$ cat config.mk
export PLATFORM = sky130hd
export DESIGN_NAME = fir_lowpass_50_tap_unit
export DESIGN_NICKNAME = d
export VERILOG_FILES = /design/src/rtl/flp50_pkg.sv /design/src/rtl/fir_lowpass_50_tap_unit.sv
export SDC_FILE = /design/constraint.sdc
export NUM_CORES = 2
export LEC_CHECK = 0
export ABC_AREA = 1
export BUFFER_PORTS_ARGS = -buffer_cell sky130_fd_sc_hd__buf_2
export CAP_MARGIN = 5
export CELL_PAD_IN_SITES_DETAIL_PLACEMENT = 1
export CELL_PAD_IN_SITES_GLOBAL_PLACEMENT = 2
export CORE_MARGIN = 3
export CORE_UTILIZATION = 42
export DETAILED_ROUTE_END_ITERATION = 10
export PLACE_DENSITY = 0.95
export SETUP_SLACK_MARGIN = 0.4
export SYNTH_ARGS = -nofsm -noshare
export SYNTH_HDL_FRONTEND = slang
export SYNTH_SLANG_ARGS = --single-unit
$ cat constraint.sdc
create_clock -name clk -period 18.75 [get_ports clk]
set_input_delay 3.75 -clock clk [delete_from_list [all_inputs] [get_ports clk]]
set_output_delay 3.75 -clock clk [all_outputs]
set_load 0.02 [all_outputs]
$ cat src/rtl/flp50_pkg.sv
// Constants, coefficient table and state encoding for the 50-tap low-pass FIR.
package flp50_pkg;

  localparam int TAPS           = 50;
  localparam int SAMPLE_WIDTH   = 16;
  localparam int COEF_FRAC_BITS = 15;

  localparam int ROM_FRAC_BITS  = 24;
  localparam int ROM_TAPS       = 50;
  localparam int HALF_TAPS      = 25;
  localparam int ROM_SHIFT      = ROM_FRAC_BITS - COEF_FRAC_BITS;
  localparam int ROM_ROUND      = (ROM_SHIFT > 0) ? (1 << (ROM_SHIFT - 1)) : 0;

  localparam int IDX_W  = $clog2(TAPS);
  localparam int COEF_W = COEF_FRAC_BITS + 1;
  localparam int PROD_W = SAMPLE_WIDTH + COEF_W;
  localparam int ACC_W  = PROD_W + $clog2(TAPS) + 1;
  localparam int RND_W  = ACC_W + 1;

  localparam int ROM_HALF [HALF_TAPS] = '{
    6591, 16101, 22414, 21603, 8981,
    -17081, -50696, -76886, -75696, -32009,
    52721, 153209, 223560, 213073, 90634,
    -131864, -388656, -570182, -554698, -252538,
    352869, 1184206, 2080620, 2838943, 3273390
  };

  typedef enum logic [3:0] {
    S_IDLE = 4'b0001,
    S_MAC  = 4'b0010,
    S_ADD  = 4'b0100,
    S_OUT  = 4'b1000
  } state_t;

  function automatic logic signed [COEF_W-1:0] coef_at(input logic [IDX_W-1:0] idx);
    int k;
    int t;
    k = int'(idx);
    t = 0;
    if (k < ROM_TAPS) begin
      if (k >= HALF_TAPS) begin
        k = ROM_TAPS - 1 - k;
      end
      t = ROM_HALF[k];
      if (ROM_SHIFT > 0) begin
        t = (t + ROM_ROUND) >>> ROM_SHIFT;
      end
    end
    return t[COEF_W-1:0];
  endfunction

endpackage

$ cat src/rtl/fir_lowpass_50_tap_unit.sv
// Top level: 50-tap low-pass FIR with one shared multiply-accumulate unit.
// Sample beat: S_MAC steps through the taps, S_ADD adds the last product, S_OUT registers the result.
// Restart beat: S_OUT registers a zero result; the delay line is cleared at once on accept.
// Rate is set by the single multiplier stepping once per tap over a rotating delay line.
// A result waits in the output register while the next input beat is taken.
// Synchronous active-low reset clears control state and zeroes the delay line.
module fir_lowpass_50_tap_unit
  import flp50_pkg::*;
(
  input  logic               clk,
  input  logic               rst_n,
  input  logic               in_valid,
  output logic               in_stall,
  input  logic               in_cmd,
  input  logic signed [15:0] in_sample,
  output logic               out_valid,
  input  logic               out_stall,
  output logic signed [15:0] out_filtered
);

  localparam logic signed [RND_W-1:0] SMAX = RND_W'((1 << (SAMPLE_WIDTH - 1)) - 1);
  localparam logic signed [RND_W-1:0] SMIN = -SMAX - RND_W'(1);
  localparam logic signed [RND_W-1:0] HALF = RND_W'(1) <<< (COEF_FRAC_BITS - 1);

  state_t                         state_r, state_nxt;
  logic [IDX_W-1:0]               idx_r, idx_nxt;
  logic signed [SAMPLE_WIDTH-1:0] hist_r [TAPS];
  logic signed [SAMPLE_WIDTH-1:0] hist_nxt [TAPS];
  logic signed [PROD_W-1:0]       prod_r, prod_nxt;
  logic signed [ACC_W-1:0]        acc_r, acc_nxt;
  logic                           out_valid_r, out_valid_nxt;
  logic signed [15:0]             out_filtered_r, out_filtered_nxt;
  logic signed [RND_W-1:0]        rnd;
  logic signed [RND_W-1:0]        sat;
  logic                           in_take;
  logic                           out_free;

  assign in_stall     = (state_r != S_IDLE);
  assign in_take      = in_valid && (state_r == S_IDLE);
  assign out_valid    = out_valid_r;
  assign out_filtered = out_filtered_r;
  assign out_free     = !out_valid_r || !out_stall;

  always_comb begin
    rnd = (RND_W'(acc_r) + HALF) >>> COEF_FRAC_BITS;
    if (rnd > SMAX) begin
      sat = SMAX;
    end else if (rnd < SMIN) begin
      sat = SMIN;
    end else begin
      sat = rnd;
    end
  end

  always_comb begin
    state_nxt        = state_r;
    idx_nxt          = idx_r;
    prod_nxt         = prod_r;
    acc_nxt          = acc_r;
    out_valid_nxt    = out_valid_r && out_stall;
    out_filtered_nxt = out_filtered_r;
    hist_nxt         = hist_r;
    case (state_r)
      S_IDLE: begin
        if (in_take) begin
          acc_nxt  = '0;
          prod_nxt = '0;
          idx_nxt  = '0;
          if (in_cmd) begin
            for (int i = 0; i < TAPS; i++) begin
              hist_nxt[i] = '0;
            end
            state_nxt = S_OUT;
          end else begin
            hist_nxt[0] = in_sample[SAMPLE_WIDTH-1:0];
            for (int i = 1; i < TAPS; i++) begin
              hist_nxt[i] = hist_r[i-1];
            end
            state_nxt = S_MAC;
          end
        end
      end
      S_MAC: begin
        prod_nxt = hist_r[0] * coef_at(idx_r);
        acc_nxt  = acc_r + ACC_W'(prod_r);
        for (int i = 0; i < TAPS - 1; i++) begin
          hist_nxt[i] = hist_r[i+1];
        end
        hist_nxt[TAPS-1] = hist_r[0];
        idx_nxt = idx_r + IDX_W'(1);
        if (idx_r == IDX_W'(TAPS - 1)) begin
          state_nxt = S_ADD;
        end
      end
      S_ADD: begin
        acc_nxt   = acc_r + ACC_W'(prod_r);
        state_nxt = S_OUT;
      end
      S_OUT: begin
        if (out_free) begin
          out_valid_nxt    = 1'b1;
          out_filtered_nxt = sat[15:0];
          state_nxt        = S_IDLE;
        end
      end
      default: begin
        state_nxt = S_IDLE;
      end
    endcase
  end

  always_ff @(posedge clk) begin
    if (!rst_n) begin
      state_r     <= S_IDLE;
      idx_r       <= '0;
      out_valid_r <= 1'b0;
      for (int i = 0; i < TAPS; i++) begin
        hist_r[i] <= '0;
      end
    end else begin
      state_r     <= state_nxt;
      idx_r       <= idx_nxt;
      out_valid_r <= out_valid_nxt;
      hist_r      <= hist_nxt;
    end
  end

  always_ff @(posedge clk) begin
    prod_r         <= prod_nxt;
    acc_r          <= acc_nxt;
    out_filtered_r <= out_filtered_nxt;
  end

endmodule

# --- Word-level counts from Yosys, hierarchy flattened ---
# Memory sizes are Yosys's and may differ from the RTL's.
# Cells that the tools add are included.
classes:
  n_lt_le_gt_ge: 5
  bitwise: 1
  n_div: 0
  shifts: 0
  n_mux: 24
  eq_ne: 9
  mul: 1
  add_sub_neg: 5
  reduce_logical: 12
op_table:
  columns: ["operator", "n"]
  rows:
  - ["800-bit two-way mux", 2]
  - ["800-bit one-hot mux with 2 select lines", 1]
  - ["32-bit two-way mux", 4]
  - ["39-bit one-hot mux with 2 select lines", 1]
  - ["32-bit one-hot mux with 2 select lines", 1]
  - ["25-bit two-way mux", 2]
  - ["16-bit two-way mux", 3]
  - ["39-bit by 16-bit adder with 40-bit output (second input constant)", 1]
  - ["39-bit by 32-bit adder with 39-bit output", 1]
  - ["39-bit two-way mux", 1]
  - ["32-bit by 6-bit >= comparator with 1-bit output (second input constant)", 1]
  - ["16-bit by 16-bit multiplier with 32-bit output", 1]
  - ["32-bit NOT", 1]
  - ["25-bit by 10-bit adder with 25-bit output (second input constant)", 1]
  - ["25-bit by 16-bit > comparator with 1-bit output (second input constant)", 1]
  - ["25-bit by 16-bit less-than comparator with 1-bit output (second input constant)", 1]
  - ["4-bit two-way mux", 4]
  - ["4-bit one-hot mux with 4 select lines", 1]
  - ["6-bit one-hot mux with 2 select lines", 1]
  - ["6-bit by 6-bit subtractor with 7-bit output (first input constant)", 1]
  - ["6-bit by 1-bit adder with 6-bit output (second input constant)", 1]
  - ["6-bit equality test (second input constant)", 1]
  - ["6-bit by 5-bit >= comparator with 1-bit output (second input constant)", 1]
  - ["6-bit less-than comparator (second input constant)", 1]
  - ["15 further kinds", 23]
word_totals:
  out_inout_bits: 18
  mem_bits_rw: 0
  memories: 1
  reg_bits: 898
  latchBits: 0
  in_bits: 21
  wordCells: 114
  mem_bits_ro: 1024
memory_table:
  columns: ["name", "words", "width", "read_ports", "rd_clocked_by_memory_dff", "wr", "line", "rtl"]
  rows:
  - ["(name not given)", 32, 32, 1, 0, 0, "flp50_pkg.sv:44", "t = ROM_HALF[k];"]

# --- Depth between registers and ports, before layout ---
logic_depth:
  depth_word: 13
  depth_mapped: 50
  depth_no_buf: 49

# --- Worst setup path before layout ---
# OpenSTA, ideal clock, no wires.
synth_timing:
  path_type: "register to register"
  startpoint: "register idx_r[1]"
  endpoint: "register prod_r[29] (data pin)"
  setup_slack_ns: 10.772
  path_buffers: 1
  stages_incl_launch_ff: 47
  t_arrival_ns: 7.726
  t_required_ns: 18.497
  period_less_slack_ns: 7.978
  path_cell_list: "dfxtp_1 inv_2 ha_1 inv_1 nand3_4 nand2_4 nand2_4 nand2_1 nand2_1 ha_1 inv_1 nand3_1 nand3_1 nand3_1 nand2_2 inv_1 ha_1 nand3_1 [... 11 more ...] fa_1 fa_1 inv_1 fa_1 inv_1 ha_1 a21oi_1 inv_1 a21oi_1 nand2_1 nand3_1 o211ai_1 a21oi_1 inv_1 a21oi_1 nand2_1 nand2_1 nor2_1"
synth_between:
  elab_chain_cells: 13
synth_rtl:
  columns: ["element", "line", "rtl"]
  rows:
  - ["start, declared", "fir_lowpass_50_tap_unit.sv:26", "logic [IDX_W-1:0] idx_r, idx_nxt;"]
  - ["start signal, assigned", "fir_lowpass_50_tap_unit.sv:122", "idx_r <= idx_nxt;"]
  - ["6-bit by 6-bit subtractor with 7-bit output / 6-bit by 5-bit >= comparator with 1-bit output (equally long branches)", "flp50_pkg.sv:42, flp50_pkg.sv:41", null]
  - ["32-bit two-way mux", "flp50_pkg.sv:41", "if (k >= HALF_TAPS) begin"]
  - ["32-bit two-way mux", "flp50_pkg.sv:40", "if (k < ROM_TAPS) begin"]
  - ["32-bit two-way mux", "fir_lowpass_50_tap_unit.sv:63", "case (state_r)"]
  - ["32-bit NOT (not written as such)", "flp50_pkg.sv:44", null]
  - ["memory read 32 x 32 bit", null, null]
  - ["25-bit two-way mux (not written as such) (2 in a row)", "flp50_pkg.sv:44", null]
  - ["25-bit by 10-bit adder with 25-bit output", "flp50_pkg.sv:46", "t = (t + ROM_ROUND) >>> ROM_SHIFT;"]
  - ["16-bit two-way mux (*)", "flp50_pkg.sv:40", null]
  - ["16-bit two-way mux (*)", "fir_lowpass_50_tap_unit.sv:63", null]
  - ["16-bit by 16-bit multiplier with 32-bit output (*)", "fir_lowpass_50_tap_unit.sv:84", "prod_nxt = hist_r[0] * coef_at(idx_r);"]
  - ["32-bit one-hot mux with 2 select lines (*)", "fir_lowpass_50_tap_unit.sv:63", null]
  - ["end signal, assigned", "fir_lowpass_50_tap_unit.sv:129", "prod_r <= prod_nxt;"]
  - ["end, declared", "fir_lowpass_50_tap_unit.sv:29", "logic signed [PROD_W-1:0] prod_r, prod_nxt;"]
# Every way passes the cells marked *; elsewhere a longest branch is shown, timed or not. The select of a mux whose other input is x is not followed.
# A chain may end at the register's enable or synchronous reset.

# --- Final worst setup path ---
# Same ends and word-level chain as after synthesis.

==> results_dict.tcl <==
set metrics [dict create \
    status "completed" \
    worst_path_largest_cell_delay_ps 590 \
    num_io_pins 39 \
    fin_crit_ps 9450 \
    cts_tree "yes" \
    cp_top_family "adder cells" \
    critPathRequiredTime_ps 19190 \
    dp_hpwl_um 101000 \
    holdCritStartpoint "hist_r[14]" \
    r2r_end "prod_r[29]" \
    clkSinkCount 898 \
    cap_violations 0 \
    htreeDepth 3 \
    finalCritPeriodShare_pct 50.4 \
    reg2regPathDepth 44 \
    yosysSeqAreaShare_pct 36.1 \
    peakVddDrop_mv 0.0840 \
    grt_max_degree 307 \
    relSlewSlack_pct 17.0 \
    holdPathStages 2 \
    worst_hold_path_type "register to register" \
    endpoint_kind "register" \
    layout-drive-gt1-share_pct 5.08 \
    arrival_ps 9890 \
    worst_pin_slew_ps 1250 \
    path_clk_slew_ps 70 \
    hold_viol 0 \
    cts_buffers 100 \
    worstSetupPathType "register to register" \
    wirelength_um 155000 \
    setup_viol 0 \
    dr.pass1.iters 5 \
    start_util_pct 42.6 \
    cp_max_fo 12 \
    grt_pass1_vias 47879 \
    synth_fp_nets 7251 \
    portBuffers 38 \
    postCtsHoldBufs 0 \
    fin_setup_tns_ps 0 \
    overflow 0 \
    synth_cells 6833 \
    die_y_um 359 \
    report.final.slew_viol_count 0 \
    synth.distinct_cells 56 \
    antenna_found_initial 1 \
    diodes 0 \
    num-nets-final 6854 \
    netlist_area_um2 52200 \
    cp_common_cell "inv_1" \
    rsz0062_at_grt "no" \
    leakage_nw 20.1 \
    synth_seq_cells 898 \
    yosysWarnings 0 \
    fp-row-count 128 \
    dieArea_um2 129000 \
    fillers 15037 \
    worstReg2RegStart "idx_r[1]" \
    clock_latency_ps 730 \
    grt_first_pass_wirelength_um 256000 \
    synth_edf_count 87 \
    total_power_mw 6.17 \
    post-cts-setup-buffers 0 \
    clockBufferDepth 3 \
    fp.dieW_um 359 \
    slowest_stage "nor2_1" \
    synth-main-ff-cell "dfxtp_1" \
    synth.avg_cell_area_um2 7.64 \
    holdPathEnd "hist_r[30]" \
    globalplace.congestion 0.934 \
    rrSetupSlack_ps 9300 \
    vias_per_cell 5.83 \
    worst_setup_path_start_kind "register" \
    wire_per_inst_um 19.1 \
    dr_total_vias 47431 \
    async_flop_share_pct 0 \
    ant_nets 0 \
    area_delta_synth_final_pct 7.06 \
    skew_ps 56.7 \
    grt_util_all_layers_pct 23.8 \
    core_region_area_um2 123000 \
    max_freq_mhz 106 \
    drcViolationCount 0 \
    powerDensity_nw_per_um2 110 \
    clockRootBuffer "clkbuf_16" \
    drtIter0Drc 3752 \
    cts_resized 0 \
    crit_buf_inv 9 \
]
-- through the flow --
step	area, um^2	std cells	util, %	worst slack (ps)	hold WS [ps]
after detailed placement	52500	7959	42.9	9290	477
after CTS	55900	8137	45.6	9280	466
after global placement	52500	7959	42.9	9590	469
after global routing	55900	8137	45.6	8460	491
final	55900	8137	45.6	9300	465
after floorplan	52200	6833	-	10770	456
-- placed cells by master (no fill, tap or decap), types with 6 or more instances in the layout --
cell type  count
a31oi_1      816
edfxtp_1      87
a21oi_1      156
clkbuf_8      23
o21bai_1       9
o21ai_0      875
dfxtp_1      811
clkbuf_16    101
clkinv_1       6
fa_1         263
buf_4         46
or2_2         21
inv_2         12
buf_2         37
a21o_1        13
nand3_1      921
nand2_2       14
nor3_1        27
nor2_1       247
clkbuf_1      20
nor4_1         7
nor2_2        12
xnor2_1       15
inv_1        483
nand2_1     1160
ha_1         134
nand3_2        6
clkinv_2      14
o21a_1        14
xor2_1        20
buf_12         7
nand4_1       73
-- power breakdown --
group	leakage (nW)	switching (mW)	internal (mW)
clock	1.65	0.854	1.16
combinational	10.9	1.03	0.509
sequential	7.52	0.308	2.32
-- flip-flops by register name, summed over array words and instances, names as in the netlist --
| signal | flops |
|---|---|
| prod_r | 32 |
| idx_r | 6 |
| out_filtered | 16 |
| acc_r | 39 |
| state_r | 4 |
| hist_r | 800 |
| out_valid | 1 |
-- worst max-delay path by stage --
stage | cells past startpoint | start | endpoint | slack, ps
2_1_floorplan | 46 | idx_r[1] | prod_r[29] | 10770
3_3_place_gp | 44 | idx_r[1] | prod_r[29] | 9590
3_5_place_dp | 44 | idx_r[1] | prod_r[29] | 9290
4_1_cts | 44 | idx_r[1] | prod_r[29] | 9280
5_1_grt | 44 | idx_r[1] | prod_r[29] | 8460
6_report | 44 | idx_r[1] | prod_r[29] | 9300
-- logic make-up after synthesis --
family | share of synthesized area, %
AO/OA/AOI/OAI | 20.6
buffers and inverters | 8.26
AND/OR/NAND/NOR | 21.1
flip-flops | 36.1
XOR/XNOR | 0.640
adder cells (fa/ha/maj) | 13.3
-- cell type report --
cell class              instances  area (um^2)  area share [%]
multi-input cells            4843        29100            52.0
clock buffers                 144         2920            5.22
well taps                    1625         2030            3.64
repair buffers                 91          686            1.23
flip-flops and latches        898        18800            33.7
inverters                     502         1910            3.41
clock inverters                34          438           0.784
-- cell usage after synthesis (6+ instances only) --
cell type  instances  share of area (%)
or2_2             21               0.25
inv_2             14               0.10
o21bai_1           9               0.13
nor3_1            28               0.27
buf_1             12              0.086
edfxtp_1          87                5.0
xnor2_1           15               0.25
buf_2             91               0.87
nand3_1          921                8.8
nor2_1           247                1.8
o21a_1            14               0.20
buf_6              7               0.15
a31oi_1          816                9.8
nand3_2            6               0.12
nor2_2            12               0.14
buf_4              8               0.12
clkbuf_1         471                3.4
a21oi_1          156                1.5
nor4_1             7              0.084
ha_1             134                3.2
a21o_1            13               0.19
fa_1             263                 10
xor2_1            20               0.34
nand2_1         1162                8.4
inv_1            483                3.5
o21ai_0          875                8.4
nand4_1           73               0.87
nand2_2           13               0.16
dfxtp_1          811                 31
-- metal layers --
layer | track usage, % | vias to the layer above | part of all wire, %
li1 | - | 22906 | -
met1 | 32.0 | 23590 | 46
met2 | 39.2 | 704 | 47
met3 | 3.20 | 231 | 3.4
met4 | 8.45 | 0 | 3.6
met5 | 0 | - | 0
-- worst register-to-register path: cells and delay by family (launching register included) --
kind                     cells  cell delay [ps]
adder cells (fa/ha/maj)     10             3830
AND/OR/NAND/NOR             19             2760
AO/OA/AOI/OAI                6             1160
buffers and inverters        9              850
flip-flops                   1              580
(Power assumes the default switching activity.)
